===== src/hw/rtl/lda_pkg.sv =====
`timescale 1ns / 1ps
`default_nettype none
// ----------------------------------------------------------------------------
// lda_pkg: shared types and constants of the LDA token sampler
// Command codes, register indexes, fixed field widths and the control word
// of the shared divide/multiply unit.
// ----------------------------------------------------------------------------
package lda_pkg;

  // fixed field widths
  localparam int DOC_W      = 8;
  localparam int WORD_W     = 10;
  localparam int TOPIC_W    = 4;
  localparam int VAL_W      = 24;
  localparam int FRAC_W     = 16;
  localparam int PRIOR_W    = 16;
  localparam int VOCAB_W    = 11;
  localparam int CMD_W      = 2;
  localparam int CFG_IDX_W  = 2;
  localparam int TOTAL_BITS = 24;
  localparam int BV_W       = PRIOR_W + VOCAB_W;
  localparam int DEN_W      = TOTAL_BITS + 8 + 1;
  localparam int WEIGHT_W   = 32;

  // parameter defaults
  localparam int NUM_TOPICS_DEF  = 16;
  localparam int NUM_DOCS_DEF    = 256;
  localparam int VOCAB_DEPTH_DEF = 1024;
  localparam int COUNT_BITS_DEF  = 16;

  // commands
  localparam logic [CMD_W-1:0] CMD_SAMPLE   = 2'd0;
  localparam logic [CMD_W-1:0] CMD_LOAD_DT  = 2'd1;
  localparam logic [CMD_W-1:0] CMD_LOAD_TW  = 2'd2;
  localparam logic [CMD_W-1:0] CMD_LOAD_TOT = 2'd3;

  // configuration registers
  localparam logic [CFG_IDX_W-1:0] REG_ALPHA = 2'd0;
  localparam logic [CFG_IDX_W-1:0] REG_BETA  = 2'd1;
  localparam logic [CFG_IDX_W-1:0] REG_VOCAB = 2'd2;

  localparam logic [PRIOR_W-1:0] ALPHA_RST = 16'd256;
  localparam logic [PRIOR_W-1:0] BETA_RST  = 16'd26;
  localparam logic [VOCAB_W-1:0] VOCAB_RST = 11'd1024;

  // shared unit operations
  localparam logic ALU_DIV = 1'b0;
  localparam logic ALU_MUL = 1'b1;

  typedef struct packed {
    logic start;
    logic op;
  } alu_ctl_t;

  function automatic int addr_bits(input int n);
    return (n > 1) ? $clog2(n) : 1;
  endfunction

  function automatic int max_int(input int a, input int b);
    return (a > b) ? a : b;
  endfunction

endpackage
`default_nettype wire


===== src/hw/rtl/lda_ram.sv =====
`timescale 1ns / 1ps
`default_nettype none
// ----------------------------------------------------------------------------
// lda_ram: generic simple dual-port RAM
// One write port, one read port with registered read data.
// ----------------------------------------------------------------------------
module lda_ram import lda_pkg::*; #(
  parameter int WIDTH = 16,
  parameter int DEPTH = 16
) (
  input  wire logic                       clk,
  input  wire logic                       we,
  input  wire logic [addr_bits(DEPTH)-1:0] waddr,
  input  wire logic [WIDTH-1:0]           wdata,
  input  wire logic [addr_bits(DEPTH)-1:0] raddr,
  output logic      [WIDTH-1:0]           rdata
);

  logic [WIDTH-1:0] mem [DEPTH];

  // write and registered read
  always_ff @(posedge clk) begin
    if (we) begin
      mem[waddr] <= wdata;
    end
    rdata <= mem[raddr];
  end

endmodule
`default_nettype wire


===== config.mk =====
export PLATFORM = sky130hd
export DESIGN_NAME = lda_ram
export DESIGN_NICKNAME = d
export VERILOG_FILES = /design/src/hw/rtl/lda_pkg.sv /design/src/hw/rtl/lda_ram.sv
export SDC_FILE = /design/constraint.sdc
export NUM_CORES = 1
export LEC_CHECK = 0
export BUFFER_PORTS_ARGS = -buffer_cell sky130_fd_sc_hd__buf_2
export CAP_MARGIN = 20
export CORE_MARGIN = 5
export CORE_UTILIZATION = 42
export DETAILED_ROUTE_END_ITERATION = 10
export SLEW_MARGIN = 20
export SYNTH_ARGS = -nofsm -noshare
export SYNTH_HDL_FRONTEND = slang
export SYNTH_SLANG_ARGS = --single-unit
export TNS_END_PERCENT = 1

===== constraint.sdc =====
create_clock -name clk -period 2.4 [get_ports clk]
set_input_delay 0.24 -clock clk [delete_from_list [all_inputs] [get_ports clk]]
set_output_delay 0.24 -clock clk [all_outputs]
set_load 0.02 [all_outputs]

==> reports/results.txt, run 1 <==
The flow ran to the end, and the final reports show no timing, DRC or antenna violations. Row generation in the floorplan step produced 56 rows. The highest net fanout along the worst path is 1, and the post-placement cell area is 10900 um^2. The leftover overflow at the end of global routing is 0. The worst setup path is captured at an output port. 0 antenna diodes ended up in the layout. The tools report the final-stage net count as 538. For the headroom to the max-slew limit, the log shows 24.2%. The worst setup path is launched from a register.

Setup repair after global routing left no endpoint under its margin. Counting cells, the worst reg-to-reg path comes to 3. The top cell types in the final layout, fill and taps aside, are sky130_fd_sc_hd__edfxtp_1 (256), sky130_fd_sc_hd__mux4_2 (54), sky130_fd_sc_hd__buf_2 (40), sky130_fd_sc_hd__a22oi_1 (32), sky130_fd_sc_hd__clkbuf_16 (29).

The die height is 165 um, and the number of standard cells after synthesis is 432. The initial antenna violation count was 1; the final non-filler cell total was 853. The tool flagged a number of max-cap violations equal to 0.

The biggest cell delay along the critical path came out at 350 ps. In this run the mean area of a mapped cell was 23.2 um^2. For the pin with the worst max-slew slack, the measured transition is 1130 ps. The count of vias placed by the detailed router was 4595.

The final weighted congestion in routability-driven placement is 0.729, and the die span in x is 165 um. Port buffering added 41 buffers. When the netlist entered floorplanning its net count stood at 458.

The share of final-layout standard cells stronger than drive strength 1 is 34.6%, and the number of nets with antenna violations after routing is 0. Summing the areas of all compound-gate instances in the mapped netlist gives 2.39% of the synthesized area. The run gives 10000 um^2 as the combined area of all synthesized cells. The worst-case IR drop observed on VDD is 0.578 mV.

For this design, the CTS-stage hold fixing added 0 buffers. From synthesis to final layout, the design area changed by 17.3%. The critical path is of the register to output port type. The sum of buffers and inverters on the critical path was 1; the CTS buffer count was 28. The run gives 0.0101 W as the total power after layout. The multi-input combinational cells in the finished layout cover a total of 1970 um^2.

Number of buffers inserted to repair setup after CTS: 0. The library cell used most frequently in the layout, excluding fill and tap cells, is sky130_fd_sc_hd__edfxtp_1. Clock skew on the completed layout was measured at 14.0 ps. In this run the static leakage power is 3.87 nW. The sum of net half-perimeters after detailed placement is 11600 um, and the mux cell area share after synthesis is 14.7%. The root buffer cell chosen for the clock tree is sky130_fd_sc_hd__clkbuf_16. For the deepest level of the CTS H-tree, the log shows 1. By area, the combinational part of the netlist is dominated by multiplexers. For the worst-skew pair, the clock arrives at the later sink with an insertion delay of 530 ps. The number of hold violations in the final report is 0, and the overall routing resource usage is 15.8%.

The initial utilization of the core area, before any placement, comes to 42.7%. The placed instance count came out at 801. For this block, the routed nets add up to 20700 um of wire. The floorplan step defined a core boundary enclosing 23500 um^2. Counting the fill cells in the layout gives 1935. The clock net in this run drives a total of 272 sinks. The top cell family by delay on the critical path is flip-flops. The placement-stage worst setup slack was 538 ps; the post-detailed-route wirelength per cell was 24.3 um. The detailed router finished its first iteration with 339 violations.

For the finished layout, the period the worst path requires is 1300 ps. The via count of the first global-routing pass came out at 4908. TritonCTS built the clock tree. The post-route worst setup slack is 1100 ps. Max-slew violation total from the final report: 0. Setup violations remaining at the end of the flow were counted as 0.

After clock tree synthesis, the clock-pin slew on the worst setup and hold paths is 60 ps. After synthesis the netlist holds a flip-flop and latch count of 272. Sequential cell area: 8010 um^2.

The power density of the placed cells was 857 nW/um^2. The number of logic stages on the critical path including buffering was 1. The tightest min-delay check is of the input port to register type. Yosys printed 0 warnings. The maximum buffer depth of the clock tree is 3, and the post-synthesis cell type count is 19. On the critical path, the stage with the largest delay is an instance of sky130_fd_sc_hd__dfxtp_1. The hold-critical path depth was 1. Summed over all failing endpoints, the final setup total negative slack is 0 ps. The logs give 27100 um^2 for the die area and 1060 ps for the signal arrival time at the worst endpoint.

Entering global routing, the biggest net connects 30 pins. The count of TritonRoute iterations in the first routing pass was 4; the adder-cell share of the synthesized area was 0%. After synthesis, flip-flops and latches occupy 79.7% of the total area. The remaining design rule violation count is 0, and the achievable clock frequency is 767 MHz. 42 I/O pins were placed.

The first global-routing pass estimated 31200 um of wire. After Yosys synthesis, and, or, nand and nor cells account for 1.92% of the synthesized area. The tools report the final instance area as 11800 um^2. Worst path required time: 2160 ps. The run gives 0 as the post-cts repair resize count. The synthesized netlist devotes 0% of its cell area to XOR and XNOR gates.

Traced cell by cell, the critical path runs through buf_2. The final cycle utilization of the critical path is 54.3%. Using the TritonRoute via totals, the vias-per-cell ratio works out to 5.39.
==> flip-flops by register name (all words and copies together) (netlist names) <==
signal,count
mem,256
rdata,16
==> power by group <==
part           total (W)  leakage, nW  internal (W)  switching (W)
combinational   0.000509        0.970      0.000207       0.000302
clock            0.00424        0.453       0.00255        0.00170
sequential       0.00534         2.45       0.00531      0.0000314
total             0.0101         3.87       0.00807        0.00203
==> final timing paths <==
kind | slack (ps) | start | endpoint
max | 1100 | rdata[9] | rdata[9]
min | 80 | wdata[13] | mem[6][13]
max reg2reg | 1120 | mem[10][10] | rdata[10]
min reg2reg | 660 | mem[14][5] | rdata[5]
==> synthesized netlist by cell type <==
library cell,number,area (um^2)
sky130_fd_sc_hd__nand3b_1,2,15.0
sky130_fd_sc_hd__nand2b_1,2,12.5
sky130_fd_sc_hd__nor3_1,4,20.0
sky130_fd_sc_hd__clkbuf_1,8,30.0
sky130_fd_sc_hd__buf_4,3,22.5
sky130_fd_sc_hd__nand2_1,17,63.8
sky130_fd_sc_hd__dfxtp_1,16,320
sky130_fd_sc_hd__mux4_2,54,1220
sky130_fd_sc_hd__mux4_1,10,263
sky130_fd_sc_hd__nor2_1,13,48.8
sky130_fd_sc_hd__buf_2,3,15.0
sky130_fd_sc_hd__buf_6,4,45.0
sky130_fd_sc_hd__edfxtp_1,256,7690
sky130_fd_sc_hd__nor2b_1,2,12.5
sky130_fd_sc_hd__a22oi_1,32,240
sky130_fd_sc_hd__nand3_1,1,5.00
sky130_fd_sc_hd__or3b_2,1,8.76
sky130_fd_sc_hd__and2_1,1,6.26
sky130_fd_sc_hd__buf_1,3,11.3
==> per-layer routing <==
metal  GRT usage (%)  wire [um]
met4            4.27        475
met5               0          7
met2            24.1       9740
met3            2.80       1450
met1            23.8       9050
==> area by class of cell <==
class | count | share of cell area [%]
sequential | 272 | 68.0
multi-input combinational | 139 | 16.7
clock buffer | 33 | 6.37
timing repair buffer | 71 | 4.10
tap | 319 | 3.39
clock inverter | 19 | 1.43
==> logic make-up (layout without fill, tap and decap cells) <==
group           Yosys count  count (layout)
compound gates           32              32
simple gates             43              43
mux                      64              64
flops                   272             272
buf+inv                  21             123
==> worst register-to-register path, delay by kind of cell (launching register included) <==
family | cells | cell delay [ps]
AO/OA/AOI/OAI | 1 | 200
flip-flops | 1 | 390
multiplexers | 1 | 500
AND/OR/NAND/NOR | 1 | 70
==> stage by stage <==
stage | utilization, % | hold WS, ps
finish | 50.0 | 81.2
global route | 50.0 | 71.9
CTS | 50.0 | 56.0
detailed placement | 46.1 | 623
global placement | 46.1 | 603
floorplan | - | 339
Note: power is estimated with default switching activity, not from simulation.
==> run 2: changes to the inputs <==
==> constraint.sdc (replaced) <==
create_clock -name clk -period 1.2 [get_ports clk]
set_input_delay 0.12 -clock clk [delete_from_list [all_inputs] [get_ports clk]]
set_output_delay 0.12 -clock clk [all_outputs]
set_load 0.02 [all_outputs]
==> run 2 against run 1 <==
Net effect:
- the run now ends with setup timing left
- critical endpoint is now rdata[4]
- combinational power up 150%
- total power up 100%
- count of clock-buffer cells in the layout up 1
- via count up 4.3%
- routed wire length up 2.1%
- critical path depth up 2
- non-clock buffer count up 34
- sequential power up 100%
- cell count up 3.8%
- clock skew up 8.6 ps
- critical path type is now register to register
- cell area up 5.6%
- sequential share of layout area down 3.6 points
==> reports/results.txt, run 2 (same netlist as run 1, synthesis figures left out) <==
The signal arrival time at the worst endpoint was 1680 ps (+620 ps); the number of nets with antenna violations after routing was 0 (unchanged). The final reports fail on setup timing. For this design, the slowest cell found on the critical path is sky130_fd_sc_hd__mux4_1. The run finished, with violations left. Setup repair after global routing could not meet its margin everywhere. The tools report the final weighted congestion in routability-driven placement as 0.729 (about the same). The worst supply voltage drop on vdd was 1.11 mV (+92%). The effective utilization at floorplan is 42.7% (unchanged). The number of maximum-capacitance violations came out at 0 (unchanged). The clock latency of the later-clocked register in the worst-skew pair is 530 ps (about the same), and the highest net fanout along the worst path is 1 (unchanged).

The sequential cell area was 8010 um^2 (about the same). Classification of the worst-slack hold path: input port to register. Worst path required time: 1620 ps (-540 ps). The tools report the CTS root buffer as sky130_fd_sc_hd__clkbuf_16. The tools report the sum of net half-perimeters after detailed placement as 12200 um (+5.1%).

The count of final setup violators is 11 (+11). The logs give 45.1% (+21 points) for the headroom to the max-slew limit and 357 (+5.3%) for the number of design-rule violations left by the first detailed-router iteration. The via count of the first global-routing pass came out at 5145 (+4.8%). The tools report the achievable clock frequency as 798 MHz. The tools report the leftover overflow at the end of global routing as 0 (unchanged). TritonCTS built the clock tree. From synthesis to final layout, the design area changed by 23.9%. For the sum of negative setup slack, the log shows -273 ps (-273 ps). The run gives 52.8% (+2.8 points) as the share of the core filled with cells in the final layout. The CTS buffer count is 27 (-3.6%), and the post-detailed-route wirelength per cell is 23.9 um (-1.6%). The area of the multi-input gates is 2090 um^2 (+5.9%). Nature of the critical path startpoint: a register. The die height came out at 165 um (unchanged).

The final cycle utilization of the critical path is 104%. For the worst-case register-to-register setup slack, the log shows -50 ps (-1170 ps). The final-stage net count was 571 (+6.1%). In the layout the commonest cells are sky130_fd_sc_hd__edfxtp_1 (256), sky130_fd_sc_hd__mux4_2 (63), sky130_fd_sc_hd__buf_2 (38), sky130_fd_sc_hd__clkbuf_16 (27), sky130_fd_sc_hd__buf_12 (26). The run gives 0 (unchanged) as the final antenna diode count. The hold-critical path depth was 4 (+3); the slew at the pin closest to its max-slew limit was 821 ps (-311 ps).

Overall routing resource usage: 16.2% (+0.38 points). The remaining design rule violation count was 0 (unchanged); the count of input and output buffers was 41 (unchanged). The clock edge transition at the registers on the reported setup and hold paths was 60 ps (about the same); the global-route wire length before repair was 32400 um (+3.8%). The register ranked first by flip-flop count is mem. Critical path endpoint category: a register. The depth of the worst register-to-register path was 3 (unchanged). The commonest non-fill, non-tap cell in the layout was sky130_fd_sc_hd__edfxtp_1.

The pin count of the biggest net entering global routing came out at 21 (-30%). Max-slew violation total from the final report: 0 (unchanged). The post-route worst setup slack is -53.3 ps (-1150 ps), and the die span in x is 165 um (unchanged). The class of the most critical setup path was register to register. The tools report the number of hold violations in the final report as 0 (unchanged).

The biggest cell delay along the critical path was 520 ps (+170 ps). The initial antenna violation count is 0 (-1), and the flip-flop count of the largest register after layout is 256 (unchanged). For the number of buffers inserted to repair setup after CTS, the log shows 0 (unchanged). The tools report the leakage power as 4.05 nW (+4.7%). The total power after layout was 0.0203 W (+100%).

The time the final worst path needs with I/O delays and setup was 1250 ps; the sink count of the clock tree was 272 (unchanged). The number of filler cells placed in the layout is 1870 (-3.4%). The number of rows created at floorplan came out at 56 (unchanged). The tools report the placeable core region as 23500 um^2 (unchanged).

The signal on the critical path passes through mux4_1 -> a22oi_2 -> nand2_1. The number of vias per cell after detailed routing is 5.42 (+0.54%). For the worst clock skew, the log shows 22.7 ps (+8.62 ps). The tools report the routed wire length as 21100 um (+2.1%). The count of TritonRoute iterations in the first routing pass is 4 (unchanged), and the maximum buffer depth of the clock tree is 3 (unchanged). The share of final-layout standard cells stronger than drive strength 1 was 41.3% (+6.7 points); the count of vias placed by the detailed router was 4793 (+4.3%). The power density of the placed cells is 1630 nW/um^2 (+90%). The largest registers in the layout are mem (256), rdata (16). The die area is 27100 um^2 (unchanged). The logs give 1 (unchanged) for the deepest level of the CTS H-tree and 42 (unchanged) for the number of placed I/O pins.
run 2: cell types whose count changed in the layout (fill, tap and decap cells not counted), sizes merged:
cell	change
clkbuf	+1
buf	+18
dlygate4sd3	+16
clkinv	-3
run 2: cell type report:
cell class / count / area share [%]
flip-flops and latches: 272 / 64.4
multi-input cells: 139 / 16.8
repair buffers: 105 / 8.51
clock buffers: 34 / 5.88
well taps: 319 / 3.21
clock inverters: 16 / 1.24
run 2: final timing paths:
path | from | endpoint
worst max-delay path | mem[1][4] | rdata[4]
worst min-delay path | raddr[2] | rdata[8]
worst max register to register | mem[1][4] | rdata[4]
worst min register to register | mem[6][6] | rdata[6]
run 2: report_power, final:
group	switching (W)	leakage [nW]	internal (W)
clock network	0.00337	0.435	0.00495
logic	0.000681	1.17	0.000573
registers	0.0000609	2.45	0.0106
run 2: worst max-delay path: cells and delay by family, from the launching register on:
family	cells	cell delay (ps)
simple gates	1	70
flops	1	350
compound gates	1	200
mux	1	520
run 2: layer usage:
| metal | vias up | global-route usage (%) | part of all wire, % |
|---|---|---|---|
| met5 | - | 0 | 0 |
| li1 | 2065 | - | - |
| met1 | 2557 | 23.3 | 43 |
| met4 | 0 | 3.29 | 1.4 |
| met3 | 28 | 2.47 | 5.6 |
| met2 | 143 | 26.7 | 50 |
run 2: through the flow:
stage	setup slack [ps]	hold WS, ps	std cells	instance area (um^2)
after CTS	-72.2	188	885	12400
after global routing	-114	229	885	12400
after global placement	-347	471	819	11300
after detailed placement	-384	512	819	11300
final	-53.3	205	885	12400
after floorplan	-250	219	432	10100
run 2: what timing repair did:
item | in CTS | in global routing
setup endpoints to repair | 17 | 17
pin swaps | 23 | 7
endpoints found under the hold margin | 256 | 0
resized for setup | 24 | 13
hold buffers | 16 | 0
